[src/rtl/core/bvcg_pkg.sv]
`default_nettype none

package bvcg_pkg;

    localparam int unsigned NUM_READINGS = 16;

    localparam int unsigned SAMPLE_W  = 12;
    localparam int unsigned SAMPLE_MAX = (1 << SAMPLE_W) - 1;
    localparam int unsigned SLOT_W    = (NUM_READINGS > 1) ? $clog2(NUM_READINGS) : 1;
    localparam int unsigned SUM_W     = $clog2(NUM_READINGS * SAMPLE_MAX + 1);

    localparam int unsigned CFG_W     = 16;
    localparam int unsigned CFG_IDX_W = 2;
    localparam int unsigned VOLT_W    = 16;
    localparam int unsigned PCT_W     = 7;

    localparam int unsigned IN_TDATA_W  = 16;
    localparam int unsigned OUT_TDATA_W = 24;

    // register indexes
    localparam logic [CFG_IDX_W-1:0] REG_SENSOR_ENABLED  = 2'd0;
    localparam logic [CFG_IDX_W-1:0] REG_MIN_VOLTAGE_MV  = 2'd1;
    localparam logic [CFG_IDX_W-1:0] REG_MAX_VOLTAGE_MV  = 2'd2;
    localparam logic [CFG_IDX_W-1:0] REG_SCALE_FACTOR_Q8 = 2'd3;

    // pin = avg * 3200 / 4096
    localparam int unsigned PIN_MUL    = 3200;
    localparam int unsigned PIN_SHIFT  = 12;
    localparam int unsigned PIN_PROD_W = SAMPLE_W + 12;
    localparam int unsigned Q_FRAC     = 8;
    localparam int unsigned VPROD_W    = SAMPLE_W + CFG_W;

    // floor(x / 100) = (x * 83887) >> 23, exact for all 16-bit x
    localparam int unsigned PCT_MAX     = 100;
    localparam int unsigned MIN_RANGE   = 100;
    localparam int unsigned RECIP_100   = 83887;
    localparam int unsigned RECIP_SHIFT = 23;
    localparam int unsigned RPROD_W     = CFG_W + 17;

    localparam int unsigned DIV_W   = 16;
    localparam int unsigned DIV_CNT_W = $clog2(DIV_W + 1);

    typedef struct packed {
        logic             start;
        logic [DIV_W-1:0] dividend;
        logic [DIV_W-1:0] divisor;
    } div_req_t;

    typedef struct packed {
        logic             done;
        logic [DIV_W-1:0] quotient;
    } div_rsp_t;

endpackage

`default_nettype wire

[src/rtl/core/bvcg_ram.sv]
`default_nettype none

module bvcg_ram #(
    parameter int unsigned WIDTH = 8,
    parameter int unsigned DEPTH = 16,
    localparam int unsigned ADDR_W = (DEPTH > 1) ? $clog2(DEPTH) : 1
) (
    input  wire logic              clk,
    input  wire logic              wr_en,
    input  wire logic [ADDR_W-1:0] wr_addr,
    input  wire logic [WIDTH-1:0]  wr_data,
    input  wire logic              rd_en,
    input  wire logic [ADDR_W-1:0] rd_addr,
    output logic      [WIDTH-1:0]  rd_data
);

    logic [WIDTH-1:0] mem [DEPTH];

    always_ff @(posedge clk)
    begin
        if (wr_en)
        begin
            mem[wr_addr] <= wr_data;
        end
        if (rd_en)
        begin
            rd_data <= mem[rd_addr];
        end
    end

endmodule

`default_nettype wire

[src/rtl/core/bvcg_div.sv]
`default_nettype none

// Restoring divider, one quotient bit per cycle.
module bvcg_div (
    input  wire logic               clk,
    input  wire logic               rst_n,
    input  wire bvcg_pkg::div_req_t req,
    output bvcg_pkg::div_rsp_t      rsp
);

    import bvcg_pkg::*;

    logic                 busy_reg, busy_next;
    logic                 done_reg, done_next;
    logic [DIV_CNT_W-1:0] cnt_reg, cnt_next;
    logic [DIV_W-1:0]     rem_reg, rem_next;
    logic [DIV_W-1:0]     quo_reg, quo_next;
    logic [DIV_W-1:0]     dvs_reg, dvs_next;

    logic [DIV_W:0]       shifted;
    logic [DIV_W+1:0]     trial;

    assign shifted = {rem_reg, quo_reg[DIV_W-1]};
    assign trial   = {1'b0, shifted} - {2'b00, dvs_reg};

    always_comb
    begin
        busy_next = busy_reg;
        done_next = 1'b0;
        cnt_next  = cnt_reg;
        rem_next  = rem_reg;
        quo_next  = quo_reg;
        dvs_next  = dvs_reg;
        if (req.start)
        begin
            busy_next = 1'b1;
            cnt_next  = DIV_CNT_W'(DIV_W);
            rem_next  = '0;
            quo_next  = req.dividend;
            dvs_next  = req.divisor;
        end
        else if (busy_reg)
        begin
            // borrow means the trial subtract failed
            if (trial[DIV_W+1])
            begin
                rem_next = shifted[DIV_W-1:0];
            end
            else
            begin
                rem_next = trial[DIV_W-1:0];
            end
            quo_next = {quo_reg[DIV_W-2:0], ~trial[DIV_W+1]};
            cnt_next = cnt_reg - DIV_CNT_W'(1);
            if (cnt_reg == DIV_CNT_W'(1))
            begin
                busy_next = 1'b0;
                done_next = 1'b1;
            end
        end
    end

    always_ff @(posedge clk or negedge rst_n)
    begin
        if (!rst_n)
        begin
            busy_reg <= 1'b0;
            done_reg <= 1'b0;
            cnt_reg  <= '0;
        end
        else
        begin
            busy_reg <= busy_next;
            done_reg <= done_next;
            cnt_reg  <= cnt_next;
        end
    end

    always_ff @(posedge clk)
    begin
        rem_reg <= rem_next;
        quo_reg <= quo_next;
        dvs_reg <= dvs_next;
    end

    assign rsp.done     = done_reg;
    assign rsp.quotient = quo_reg;

endmodule

`default_nettype wire

[src/rtl/core/battery_voltage_charge_gauge_top.sv]
`default_nettype none

// Moving-average battery gauge. Each 12-bit converter word on s_* goes into a
// 16-entry sample RAM; zero entries are empty slots, and all slots read as
// empty after reset (per-slot valid flops, no clearing pass). A word that
// fills an empty slot gives no result. Otherwise the block returns the
// averaged voltage in mV and the charge percent on m_*; the percent is settled
// either by the range checks or by the bit-serial divider, the longer path.
// With the sensor disabled a zero result is returned and the RAM is left
// alone. One word is worked at a time; a new word is taken while the
// previous result waits in the output register. Write configuration only
// while the block is idle.
module battery_voltage_charge_gauge_top (
    input  wire logic                               clk,
    input  wire logic                               rst_n,
    input  wire logic                               s_tvalid,
    output logic                                    s_tready,
    input  wire logic [bvcg_pkg::IN_TDATA_W-1:0]    s_tdata,   // [11:0] adc_sample
    output logic                                    m_tvalid,
    input  wire logic                               m_tready,
    output logic      [bvcg_pkg::OUT_TDATA_W-1:0]   m_tdata,   // [15:0] voltage_mv,
                                                               // [22:16] charge_percent
    input  wire logic                               cfg_we,
    input  wire logic [bvcg_pkg::CFG_IDX_W-1:0]     cfg_index,
    input  wire logic [bvcg_pkg::CFG_W-1:0]         cfg_data
);

    import bvcg_pkg::*;

    localparam logic [2:0] S_IDLE   = 3'd0;
    localparam logic [2:0] S_READ   = 3'd1;
    localparam logic [2:0] S_AVG    = 3'd2;
    localparam logic [2:0] S_MUL    = 3'd3;
    localparam logic [2:0] S_CHK    = 3'd4;
    localparam logic [2:0] S_DSTART = 3'd5;
    localparam logic [2:0] S_DWAIT  = 3'd6;
    localparam logic [2:0] S_PUB    = 3'd7;

    logic [2:0]              state_reg, state_next;

    logic                    enabled_reg;
    logic [CFG_W-1:0]        min_mv_reg;
    logic [CFG_W-1:0]        max_mv_reg;
    logic [CFG_W-1:0]        scale_reg;

    logic [NUM_READINGS-1:0] filled_reg, filled_next;
    logic [SLOT_W-1:0]       slot_reg, slot_next;
    logic [SUM_W-1:0]        sum_reg, sum_next;
    logic [SAMPLE_W-1:0]     sample_reg, sample_next;
    logic [SAMPLE_W-1:0]     pin_reg, pin_next;
    logic [VOLT_W-1:0]       volt_reg, volt_next;
    logic [PCT_W-1:0]        pct_reg, pct_next;
    logic [CFG_W-1:0]        num_reg, num_next;
    logic [CFG_W-1:0]        step_reg, step_next;

    logic                    out_valid_reg, out_valid_next;
    logic [VOLT_W-1:0]       out_volt_reg, out_volt_next;
    logic [PCT_W-1:0]        out_pct_reg, out_pct_next;

    logic                    in_accept;
    logic [SAMPLE_W-1:0]     ram_rdata;
    logic [SAMPLE_W-1:0]     old_sample;
    logic [SAMPLE_W-1:0]     avg;
    logic [PIN_PROD_W-1:0]   pin_prod;
    logic [VPROD_W-1:0]      vprod;
    logic [CFG_W-1:0]        range;
    logic [RPROD_W-1:0]      rprod;
    logic                    out_free;

    div_req_t                div_req;
    div_rsp_t                div_rsp;

    assign s_tready  = (state_reg == S_IDLE);
    assign in_accept = s_tvalid && s_tready;
    assign out_free  = !out_valid_reg || m_tready;

    bvcg_ram #(
        .WIDTH (SAMPLE_W),
        .DEPTH (NUM_READINGS)
    ) u_ram (
        .clk     (clk),
        .wr_en   (state_reg == S_READ),
        .wr_addr (slot_reg),
        .wr_data (sample_reg),
        .rd_en   (in_accept && enabled_reg),
        .rd_addr (slot_reg),
        .rd_data (ram_rdata)
    );

    assign div_req.start    = (state_reg == S_DSTART);
    assign div_req.dividend = num_reg;
    assign div_req.divisor  = step_reg;

    bvcg_div u_div (
        .clk   (clk),
        .rst_n (rst_n),
        .req   (div_req),
        .rsp   (div_rsp)
    );

    // slot never written since reset reads as empty
    assign old_sample = filled_reg[slot_reg] ? ram_rdata : '0;
    assign avg        = SAMPLE_W'(sum_reg / SUM_W'(NUM_READINGS));
    assign pin_prod   = PIN_PROD_W'(avg) * PIN_PROD_W'(PIN_MUL);
    assign vprod      = VPROD_W'(pin_reg) * VPROD_W'(scale_reg);
    assign range      = max_mv_reg - min_mv_reg;
    assign rprod      = RPROD_W'(range) * RPROD_W'(RECIP_100);

    always_comb
    begin
        state_next     = state_reg;
        filled_next    = filled_reg;
        slot_next      = slot_reg;
        sum_next       = sum_reg;
        sample_next    = sample_reg;
        pin_next       = pin_reg;
        volt_next      = volt_reg;
        pct_next       = pct_reg;
        num_next       = num_reg;
        step_next      = step_reg;
        out_valid_next = out_valid_reg && !m_tready;
        out_volt_next  = out_volt_reg;
        out_pct_next   = out_pct_reg;

        unique case (state_reg)
            S_IDLE:
            begin
                if (in_accept)
                begin
                    sample_next = s_tdata[SAMPLE_W-1:0];
                    if (enabled_reg)
                    begin
                        state_next = S_READ;
                    end
                    else
                    begin
                        volt_next  = '0;
                        pct_next   = '0;
                        state_next = S_PUB;
                    end
                end
            end
            S_READ:
            begin
                filled_next[slot_reg] = 1'b1;
                sum_next = sum_reg - SUM_W'(old_sample) + SUM_W'(sample_reg);
                if (slot_reg == SLOT_W'(NUM_READINGS - 1))
                begin
                    slot_next = '0;
                end
                else
                begin
                    slot_next = slot_reg + SLOT_W'(1);
                end
                state_next = (old_sample == '0) ? S_IDLE : S_AVG;
            end
            S_AVG:
            begin
                pin_next   = SAMPLE_W'(pin_prod >> PIN_SHIFT);
                state_next = S_MUL;
            end
            S_MUL:
            begin
                if (|vprod[VPROD_W-1:Q_FRAC+VOLT_W])
                begin
                    volt_next = '1;
                end
                else
                begin
                    volt_next = vprod[Q_FRAC+VOLT_W-1:Q_FRAC];
                end
                state_next = S_CHK;
            end
            S_CHK:
            begin
                num_next  = volt_reg - min_mv_reg;
                step_next = CFG_W'(rprod >> RECIP_SHIFT);
                if (max_mv_reg >= min_mv_reg && range < CFG_W'(MIN_RANGE))
                begin
                    pct_next   = '0;
                    state_next = S_PUB;
                end
                else if (volt_reg < min_mv_reg)
                begin
                    pct_next   = '0;
                    state_next = S_PUB;
                end
                else if (volt_reg > max_mv_reg)
                begin
                    pct_next   = PCT_W'(PCT_MAX);
                    state_next = S_PUB;
                end
                else
                begin
                    state_next = S_DSTART;
                end
            end
            S_DSTART:
            begin
                state_next = S_DWAIT;
            end
            S_DWAIT:
            begin
                if (div_rsp.done)
                begin
                    if (div_rsp.quotient > DIV_W'(PCT_MAX))
                    begin
                        pct_next = PCT_W'(PCT_MAX);
                    end
                    else
                    begin
                        pct_next = div_rsp.quotient[PCT_W-1:0];
                    end
                    state_next = S_PUB;
                end
            end
            S_PUB:
            begin
                if (out_free)
                begin
                    out_valid_next = 1'b1;
                    out_volt_next  = volt_reg;
                    out_pct_next   = pct_reg;
                    state_next     = S_IDLE;
                end
            end
            default:
            begin
                state_next = S_IDLE;
            end
        endcase
    end

    always_ff @(posedge clk or negedge rst_n)
    begin
        if (!rst_n)
        begin
            state_reg     <= S_IDLE;
            filled_reg    <= '0;
            slot_reg      <= '0;
            sum_reg       <= '0;
            out_valid_reg <= 1'b0;
            enabled_reg   <= 1'b0;
            min_mv_reg    <= '0;
            max_mv_reg    <= '0;
            scale_reg     <= '0;
        end
        else
        begin
            state_reg     <= state_next;
            filled_reg    <= filled_next;
            slot_reg      <= slot_next;
            sum_reg       <= sum_next;
            out_valid_reg <= out_valid_next;
            if (cfg_we)
            begin
                unique case (cfg_index)
                    REG_SENSOR_ENABLED:  enabled_reg <= cfg_data[0];
                    REG_MIN_VOLTAGE_MV:  min_mv_reg  <= cfg_data;
                    REG_MAX_VOLTAGE_MV:  max_mv_reg  <= cfg_data;
                    REG_SCALE_FACTOR_Q8: scale_reg   <= cfg_data;
                    default:             ;
                endcase
            end
        end
    end

    always_ff @(posedge clk)
    begin
        sample_reg   <= sample_next;
        pin_reg      <= pin_next;
        volt_reg     <= volt_next;
        pct_reg      <= pct_next;
        num_reg      <= num_next;
        step_reg     <= step_next;
        out_volt_reg <= out_volt_next;
        out_pct_reg  <= out_pct_next;
    end

    assign m_tvalid = out_valid_reg;
    assign m_tdata  = {(OUT_TDATA_W - VOLT_W - PCT_W)'(0), out_pct_reg, out_volt_reg};

endmodule

`default_nettype wire

[config.mk]
export PLATFORM = sky130hd
export DESIGN_NAME = battery_voltage_charge_gauge_top
export DESIGN_NICKNAME = d
export VERILOG_FILES = /design/src/rtl/core/bvcg_pkg.sv /design/src/rtl/core/bvcg_ram.sv /design/src/rtl/core/bvcg_div.sv /design/src/rtl/core/battery_voltage_charge_gauge_top.sv
export SDC_FILE = /design/constraint.sdc
export NUM_CORES = 1
export LEC_CHECK = 0
export ABC_AREA = 0
export BUFFER_PORTS_ARGS = -buffer_cell sky130_fd_sc_hd__buf_2
export CAP_MARGIN = 20
export CELL_PAD_IN_SITES_DETAIL_PLACEMENT = 0
export CELL_PAD_IN_SITES_GLOBAL_PLACEMENT = 2
export CORE_ASPECT_RATIO = 1.1
export CORE_MARGIN = 3
export CORE_UTILIZATION = 35
export DETAILED_ROUTE_END_ITERATION = 16
export GPL_ROUTABILITY_DRIVEN = 0
export GPL_TIMING_DRIVEN = 0
export PLACE_DENSITY_LB_ADDON = 0.1
export SYNTH_ARGS = -nofsm -noshare
export SYNTH_HDL_FRONTEND = slang
export SYNTH_SLANG_ARGS = --single-unit
[constraint.sdc]
create_clock -name clk -period 7.2 [get_ports clk]
set_input_delay 0.72 -clock clk [delete_from_list [all_inputs] [get_ports clk]]
set_output_delay 0.72 -clock clk [all_outputs]
set_load 0.02 [all_outputs]
==> summary.md <==
| Metric | Value |
|---|---|
| Outcome | finished with violations |
| Failing checks | negative setup slack |
| Final setup skew | 0.0503 ns |
| CTS buffer count | 50 |
| Layout Cells excl Fill | 4015 |
| Fillers | 8439 |
| Ports | 65 |
| Avg Vias per Cell | 4.86 |
| 1st-pass router iterations | 5 |
| Post-Route WL | 81700 µm |
| Post-route ant nets | 0 |
| DRC violations left | 0 |
| Hold_ws | 0.265 ns |
| Top FF cell, synth | edfxtp_1 |
| Die width | 291 µm |
| Number of cell rows | 114 |
| Total grt overflow | 0 |
| Tot GR Track Use | 0.179 |
| Startpoint Class | flop |
| Initial cell density of the core | 0.354 |
| Register area | 0.0125 mm² |
| Drt initial violations | 947 |
| Post-synthesis cell area | 0.0312 mm² |
| Final HPWL DP | 63000 µm |
| Via count | 19500 |
| Synth Register Bits | 438 |
| Worst slew pin tran | 1.07 ns |
| Share of cells above drive strength 1 | 0.181 |
| Core Box Area | 0.0881 mm² |
| Cells after Synth | 2624 |
| Initial antenna violation count | 4 |
| Netlist cell types | 73 |
| Number of enable flip-flop cells after synthesis | 326 |
| Global-route wire length before repair | 127000 µm |
| Biggest register | u_ram.mem |
| Worst EP required | 7.63 ns |
| Rel. slew slack | 0.289 |
| Crit Path Class | flop to flop |
| RSZ-0062 raised after global routing | yes |
| Synthesis Warnings | 0 |
| Arr. time, crit path | 7.72 ns |
| Largest net degree at the start of global routing | 79 |
| Max reg flops | 192 |
| Main area contributors after synthesis | edfxtp_1 31%, fa_1 16%, ha_1 13%, dfrtp_1 7.7%, inv_1 5.4% |
| Top cell type's share of synthesized area | 0.314 |
| Critical Path Max Stage Delay | 0.51 ns |
| Crit end category | flop |
| CTS tree | done |
| Max Clk Rate | 0.137 GHz |
| Setup violators final | 5 |
| CP Max Fanout | 3 |
| Fin nets | 3426 |
| CTS Sinks | 438 |
| H-tree depth | 2 |
| Worst-Skew Late Latency | 0.63 ns |
| Tcrit/Tclk final | 1.01 |
| Setup ws final | -0.0837 ns |
| Die height | 319 µm |
| Average routed wire per standard cell | 20.4 µm |
| Final slew viol count | 0 |
| Placed insts | 3855 |
| Pre-CTS setup slack | -1.61 ns |
| Crit path time final | 7.28 ns |
| Final TNS setup | -0.228 ns |
| Number of global-route vias before repair | 21300 |
| CTS clk-pin slew, worst paths | 0.07 ns |
| Port Buffers | 59 |
| Top cells by count, synth | 453 x inv_1, 326 x edfxtp_1, 322 x ha_1, 256 x nand2_1, 254 x fa_1 |
| Most frequent cell after synthesis | inv_1 |
| Clock root cell | clkbuf_16 |
| Multi-input logic area | 0.0175 mm² |
| Slowest CP cell | fa_1 |
| CTS Buffer Depth | 3 |
| Ys async rst share | 0.219 |
| Register area share after synthesis | 0.401 |
| Mapped Nets | 3239 |
| Final Hold Fails | 0 |
| Die area | 0.0928 mm² |
| Leading area contributor after synthesis | edfxtp_1 |
| Area Overhead vs Synth | 16.6% |
| Number of max-cap violations | 0 |
| Hold Path Class | primary input to flop |
| Most used cell, CP | fa_1 |
| Post-synthesis area per instance | 11.9 µm² |
layer usage:
metal,track usage,share of wire,vias to the layer above
met4,0.0451,0.025,2
met1,0.241,0.45,9914
met3,0.0221,0.031,105
met2,0.306,0.49,281
met5,0,0.00015,-
li1,-,-,9224
logic make-up after synthesis:
group,share of synthesized area
buf+inv,0.0631
fa+ha+maj,0.292
flops,0.401
simple gates,0.0892
compound gates,0.0594
mux,0.0678
xor+xnor,0.0272
other cells,0.000120
layout make-up:
type | count | share of cell area
diodes | 2 | 0.000138
plain buffers | 68 | 0.00802
clock buffers | 59 | 0.0362
clock inverters | 35 | 0.0145
inverters | 453 | 0.0468
multi-input cells | 1663 | 0.482
flip-flops and latches | 438 | 0.344
well taps | 1160 | 0.0399
repair buffers | 137 | 0.0283
stage by stage:
step                      instance area (µm²)  utilization
after CTS                               35900        0.407
after global routing                    36400        0.413
after global placement                  33000        0.374
after floorplan                         31200            -
final                                   36400        0.413
after detailed placement                33200        0.377
layout by cell type, fill, tap and decap left out, types with 14 or more instances in the layout:
cell / count
inv_1: 430
edfxtp_1: 326
ha_1: 301
nand2_1: 255
fa_1: 244
dfrtp_1: 95
and2_1: 81
nor2_1: 78
mux4_2: 65
buf_2: 60
buf_4: 58
a21oi_1: 55
o21ai_0: 53
clkbuf_16: 50
mux2_2: 49
xnor2_1: 45
clkbuf_1: 44
a21o_1: 34
o21a_1: 33
xor2_1: 33
nor3_1: 24
inv_2: 22
nand3_1: 22
or2_2: 20
ha_4: 18
dfxtp_1: 16
o21bai_1: 14
repair_timing:
item	4_1_cts	5_1_grt
resized for setup	109	70
buffers inserted	35	29
endpoints found under the hold margin	18	0
pin swaps	31	60
setup endpoints to repair	26	26
hold buffers	1	0
path summary, 6_finish.rpt:
kind | start | endpoint | slack (ns) | cells after the start
setup reg to reg | max_mv_reg[0] | step_reg[8] | -0.08 | 28
max in group asynchronous | rst_n | filled_reg[8] | 5.90 | 3
setup / recovery | max_mv_reg[0] | step_reg[8] | -0.08 | 28
hold reg to reg | step_reg[2] | u_div.dvs_reg[2] | 0.39 | 0
min in group asynchronous | rst_n | scale_reg[7] | 0.55 | 2
hold / removal | s_tdata[11] | sample_reg[11] | 0.27 | 1
critical path, delay by kind of cell (launching register included):
| kind | cells | cell delay [ns] |
|---|---|---|
| DFF | 1 | 0.41 |
| adders and majority gates | 9 | 3.69 |
| and+or+nand+nor | 4 | 0.81 |
| buffers and inverters | 7 | 0.76 |
| xor gates and xnor gates | 2 | 0.41 |
| AOI/OAI and AO/OA | 6 | 1.06 |
Power is not shown: default switching activity piles up to over one toggle a cycle in this logic, so the estimate is an artifact.
